[config.mk]
export PLATFORM = sky130hd
export DESIGN_NAME = ffa_ucode
export DESIGN_NICKNAME = d
export VERILOG_FILES = /design/src/rtl/core/ffa_pkg.sv /design/src/rtl/core/ffa_ucode.sv
export SDC_FILE = /design/constraint.sdc
export NUM_CORES = 1
export LEC_CHECK = 0
export BUFFER_PORTS_ARGS = -buffer_cell sky130_fd_sc_hd__buf_2
export CORE_ASPECT_RATIO = 1.2
export CORE_UTILIZATION = 45
export CTS_CLUSTER_DIAMETER = 80
export DETAILED_ROUTE_END_ITERATION = 16
export GPL_TIMING_DRIVEN = 0
export PLACE_DENSITY = 0.75
export SYNTH_ARGS = -nofsm -noshare
export SYNTH_HDL_FRONTEND = slang
export SYNTH_SLANG_ARGS = --single-unit
[constraint.sdc]
create_clock -name clk -period 4.05 [get_ports clk]
set_input_delay 0.81 -clock clk [delete_from_list [all_inputs] [get_ports clk]]
set_output_delay 0.81 -clock clk [all_outputs]
set_load 0.05 [all_outputs]
[src/rtl/core/ffa_pkg.sv]
`default_nettype none
package ffa_pkg;

  // Table depth default and register reset values
  localparam int unsigned MAX_BLOCKS_DEF = 64;
  localparam logic [31:0] HEAP_LIMIT_RST = 32'd1048576;
  localparam logic [7:0]  HEADER_RST     = 8'd24;

  // Register indexes on the configuration port
  localparam logic REG_HEAP_LIMIT = 1'b0;
  localparam logic REG_HEADER     = 1'b1;

  typedef enum logic {
    OP_ALLOC   = 1'b0,
    OP_RELEASE = 1'b1
  } opcode_t;

  typedef enum logic [1:0] {
    ST_OK      = 2'd0,
    ST_ZERO    = 2'd1,
    ST_NOROOM  = 2'd2,
    ST_UNKNOWN = 2'd3
  } status_t;

  // One table entry as stored in the block memory
  typedef struct packed {
    logic [31:0] start;
    logic [31:0] size;
    logic        free;
  } entry_t;

  // Sequencer steps (program addresses)
  typedef enum logic [3:0] {
    S_IDLE      = 4'd0,
    S_CHECK     = 4'd1,
    S_SCAN      = 4'd2,
    S_HIT       = 4'd3,
    S_GRANT     = 4'd4,
    S_MARK_FREE = 4'd5,
    S_POP       = 4'd6,
    S_MISS      = 4'd7,
    S_ZERO      = 4'd8,
    S_RESP      = 4'd9
  } step_t;

  // Datapath actions
  typedef enum logic [3:0] {
    A_NOP,
    A_LATCH,
    A_SCAN_START,
    A_SCAN,
    A_RD_PREV,
    A_GRANT,
    A_MARK_FREE,
    A_POP,
    A_MISS,
    A_ZERO,
    A_PUSH
  } act_t;

  // Jump conditions
  typedef enum logic [2:0] {
    C_NONE,
    C_ACCEPT,
    C_ZERO,
    C_HIT,
    C_END,
    C_ALLOC,
    C_LAST,
    C_OUT_BUSY
  } cond_t;

  // Control word: action, two conditional jumps, default successor
  typedef struct packed {
    act_t  act;
    cond_t c1;
    step_t t1;
    cond_t c2;
    step_t t2;
    step_t nxt;
  } ucw_t;

  // Status flags from the datapath to the sequencer
  typedef struct packed {
    logic accept;
    logic zero;
    logic hit;
    logic scan_end;
    logic alloc;
    logic last;
  } flags_t;

  // Result of one request
  typedef struct packed {
    logic [31:0] payload_address;
    status_t     status;
  } result_t;

  // Microcode program
  function automatic ucw_t ucode_rom(input step_t s);
    ucw_t w;
    begin
      w = '{A_NOP, C_NONE, S_IDLE, C_NONE, S_IDLE, S_IDLE};
      case (s)
        S_IDLE:      w = '{A_LATCH,      C_ACCEPT,   S_CHECK, C_NONE, S_IDLE,  S_IDLE};
        S_CHECK:     w = '{A_SCAN_START, C_ZERO,     S_ZERO,  C_NONE, S_IDLE,  S_SCAN};
        S_SCAN:      w = '{A_SCAN,       C_HIT,      S_HIT,   C_END,  S_MISS,  S_SCAN};
        S_HIT:       w = '{A_RD_PREV,    C_ALLOC,    S_GRANT, C_LAST, S_POP,
                           S_MARK_FREE};
        S_GRANT:     w = '{A_GRANT,      C_NONE,     S_IDLE,  C_NONE, S_IDLE,  S_RESP};
        S_MARK_FREE: w = '{A_MARK_FREE,  C_NONE,     S_IDLE,  C_NONE, S_IDLE,  S_RESP};
        S_POP:       w = '{A_POP,        C_NONE,     S_IDLE,  C_NONE, S_IDLE,  S_RESP};
        S_MISS:      w = '{A_MISS,       C_NONE,     S_IDLE,  C_NONE, S_IDLE,  S_RESP};
        S_ZERO:      w = '{A_ZERO,       C_NONE,     S_IDLE,  C_NONE, S_IDLE,  S_RESP};
        S_RESP:      w = '{A_PUSH,       C_OUT_BUSY, S_RESP,  C_NONE, S_IDLE,  S_IDLE};
        default:     w = '{A_NOP,        C_NONE,     S_IDLE,  C_NONE, S_IDLE,  S_IDLE};
      endcase
      return w;
    end
  endfunction

endpackage
`default_nettype wire

[src/rtl/core/ffa_ucode.sv]
`default_nettype none
module ffa_ucode
  import ffa_pkg::*;
(
  input  wire logic   clk,
  input  wire logic   rst_n,
  input  wire flags_t flags,
  input  wire logic   out_busy,
  output act_t        act
);

  step_t pc_r, pc_nxt;
  ucw_t  word;

  function automatic logic cond_met(input cond_t c, input flags_t f, input logic busy);
    logic r;
    begin
      case (c)
        C_NONE:     r = 1'b0;
        C_ACCEPT:   r = f.accept;
        C_ZERO:     r = f.zero;
        C_HIT:      r = f.hit;
        C_END:      r = f.scan_end;
        C_ALLOC:    r = f.alloc;
        C_LAST:     r = f.last;
        C_OUT_BUSY: r = busy;
        default:    r = 1'b0;
      endcase
      return r;
    end
  endfunction

  assign word = ucode_rom(pc_r);

  // Next step: first jump, second jump, else default successor
  always_comb begin
    if (cond_met(word.c1, flags, out_busy)) begin
      pc_nxt = word.t1;
    end else if (cond_met(word.c2, flags, out_busy)) begin
      pc_nxt = word.t2;
    end else begin
      pc_nxt = word.nxt;
    end
  end

  // Control output
  always_comb begin
    act = word.act;
  end

  always_ff @(posedge clk) begin
    if (!rst_n) begin
      pc_r <= S_IDLE;
    end else begin
      pc_r <= pc_nxt;
    end
  end

endmodule
`default_nettype wire

==> metrics.log <==
INFO  metric clk_path_buf_depth = 2
INFO  metric floorplan.rows = 17
INFO  metric grt_remaining_overflow = 0
INFO  metric grt_antenna_before_repair = 0
INFO  metric status = completed
INFO  metric placeableCoreArea = ~0.0019 sq mm
INFO  metric routedWlPerCell = approximately 13 um
INFO  metric timing.critical_path.required = approximately 4.2 ns
INFO  metric worstSetupEndpointType = flop
INFO  metric finish.net_count = 117
INFO  metric post_cts_sizing_count = 0
INFO  metric grt_first_pass_wirelength = between 2000 and 3000 um
INFO  metric timing.final.setup_violations = 0
INFO  metric synth_fp_nets = 100
INFO  metric largest_reg_flops = 15
INFO  metric final_core_util = 0.541
INFO  metric maxCapViolations = 0
INFO  metric post-cts-setup-buffers = 0
INFO  metric hold_path_end = word[3]
INFO  metric antenna-diode-count = 0
INFO  metric timing.setup.tns = 0 ns
INFO  metric area.growth.synth_to_final = 12.4%
INFO  metric clk_pin_slew = about 0.09 ns
INFO  metric fin_crit = between 2 and 3 ns
INFO  metric synth_register_bits = 15
INFO  metric holdCritPathClass = flop to flop
INFO  metric worst_ir_drop_on_vdd = roughly 280 uV
INFO  metric post_synth.cell_area_avg = about 10 sq um
INFO  metric worstSetupStartpointType = input pin
INFO  metric ff2ff_setup_slack = ~1.4 ns
INFO  metric detailedPlacementHpwl = 1250 um
INFO  metric slew-limit-headroom = 0.603
INFO  metric sequential_area = about 300 sq um
INFO  metric via_per_inst = approximately 5.5
INFO  metric tritoncts_num_sinks = 15
INFO  metric insertion_delay = 0.28 ns
INFO  metric power.density = roughly 630 mW/mm^2
INFO  metric worst-setup-path-type = input pin to flop
INFO  metric worstReg2RegStart = word[15]
INFO  metric timing.hold.worst.start = word[14]
INFO  metric ys_async_sr_fraction = 0
INFO  metric netlist.area_leader.share = 0.337
INFO  metric die_w = ~43 um
INFO  metric arrival = approximately 3.0 ns
INFO  metric vias_in_the_first_global_route = ~670
INFO  metric drc = 0
INFO  metric cts-root-buf = clkbuf_4
INFO  metric grt_setup_unrepaired = no
INFO  metric fin_worst_skew = roughly 0.011 ns
INFO  metric worstReg2RegEnd = word[0]
INFO  metric antenna_left = 0
INFO  metric hold_violations = 0
INFO  metric synth-main-ff-cell = dfxtp_1
INFO  metric netlist_instances = 87
INFO  metric synth_edf_count = 0
INFO  metric worst_hold_path.num_cells = 3
INFO  metric finalWeightedCongestion = ~0.80
INFO  metric place.port_buffers = 12
INFO  metric multi_input_area = between 500 and 600 sq um
INFO  metric design.portCount = 13
INFO  metric grt_util_all_layers = 0.175
INFO  metric die_ar = 0.00216 sq mm
INFO  metric die_h = approximately 50 um
INFO  metric routed_wl = between 1500 and 2000 um
INFO  metric drc_marker_count_from_the_first_detailed_route_iteration = 9
INFO  metric worstPathMaxFanout = 7
INFO  metric floorplan.initialDensity = 0.481
INFO  metric cts_inserted_buffers = 3
INFO  metric maxSlewViolCount = 0
INFO  metric synth.yosys.warnings = 0
INFO  metric cts_tree = yes
INFO  metric post_route_cells_drive_above_1_share = 0.359
INFO  metric drt_first_pass_iters = 4
INFO  metric synth.top_cells.by_area = dfxtp_1 34%, ha_1 5.6%, mux2_4 5.1%
INFO  metric library_cell_occupying_the_most_area_in_the_post_synthesis_netlist = dfxtp_1
INFO  metric nFillCells = between 150 and 200
INFO  metric synth.distinct_cells = 36
INFO  metric grt_max_degree = 11
INFO  metric timing.reg2reg.worst_path_depth = 9
INFO  metric tightest_slew = roughly 0.60 ns
INFO  metric postCtsHoldBufs = 0
INFO  metric netlist_area_before_placement = a little under 900 sq um
INFO  metric max_freq = around 360 MHz
INFO  metric total_leakage_power = 0.452 nW
INFO  metric finalCritPeriodShare = 0.689
INFO  metric htree_levels = 1
INFO  metric vias = 675
INFO  metric synth_seq_area_share = 0.337
-- cell usage after synthesis (2+ instances only) --
master,instances
nand3_1,2
nand2_1,9
buf_4,4
buf_6,2
mux2i_1,4
o21ai_0,3
a21oi_1,3
and2_1,2
o22ai_1,3
inv_1,3
mux2_4,3
ha_1,4
dfxtp_1,15
nor3_1,4
o21ai_1,2
mux4_2,2
a211oi_1,3
-- cells by family (layout without fill, tap and decap cells) --
kind of cell    count (synthesis)  in the layout  synth area share
fa+ha+maj                       4              4            0.0562
simple gates                   26             26             0.160
buf+inv                         9             25            0.0716
flops                          15             15             0.337
mux                            12             12             0.197
compound gates                 21             21             0.178
-- layout make-up --
cell class | count | share of cell area
well taps | 19 | 0.0238
repair buffers | 12 | 0.0600
plain buffers | 6 | 0.0525
clock buffers | 4 | 0.0263
flip-flops and latches | 15 | 0.300
multi-input cells | 63 | 0.526
inverters | 3 | 0.0113
-- per-stage QoR --
step	total power, mW	cell area [sq um]	cells	setup WS, ns	hold WS [ns]
floorplan	0.492	891	87	1.31	0.541
global placement	0.543	975	118	0.981	0.599
detailed placement	0.550	975	118	0.973	0.601
CTS	0.635	1000	122	1.27	0.613
global route	0.673	1000	122	1.13	0.656
finish	0.632	1000	122	1.26	0.614
-- cell usage in the layout (no fill, tap or decap), types with 2 or more instances in the layout --
cell type,instances
o22ai_1,3
mux4_2,2
clkbuf_4,3
nand3_1,2
buf_2,12
o21ai_1,2
nor3_1,4
buf_6,2
buf_4,4
nand2_1,9
ha_1,4
mux2_4,3
a21oi_1,3
and2_1,2
dfxtp_1,15
inv_1,3
o21ai_0,3
mux2i_1,4
a211oi_1,3
-- how the worst max path moves through the flow --
stage                     startpoint       to  slack, ns  depth (start not counted)
after floorplan             flags[3]  word[0]       1.31                          8
after global placement      flags[4]  word[0]       0.98                          9
after detailed placement    flags[4]  word[0]       0.97                          9
after CTS                   flags[4]  word[0]       1.27                          9
after global routing        flags[4]  word[0]       1.13                          9
final                       flags[4]  word[0]       1.26                          9
-- power by group --
group / total, mW / internal, mW / switching, mW / leakage [nW]
clock network: 0.0850 / 0.0382 / 0.0468 / 0.0150
logic: 0.325 / 0.143 / 0.181 / 0.313
registers: 0.223 / 0.197 / 0.0253 / 0.123
-- routing by layer --
| layer | share of wire | track usage | wire length, um | vias to the layer above |
|---|---|---|---|---|
| li1 | - | - | - | 347 |
| met1 | 0.44 | 0.200 | 712 | 321 |
| met2 | 0.53 | 0.303 | 854 | 5 |
| met3 | 0.0093 | 0.0108 | 15 | 2 |
| met4 | 0.018 | 0.125 | 29 | 0 |
| met5 | 0 | 0 | 0 | - |
-- worst max-delay path, stage by stage --
cell and delay [ns]:
buf_2 0.12, mux2_1 0.28, mux4_2 0.59, and2_4 0.22, o21ai_2 0.28, inv_1 0.11, ha_1 0.24, nor3_1 0.23
o21ai_1 0.09
(Power assumes the default switching activity.)
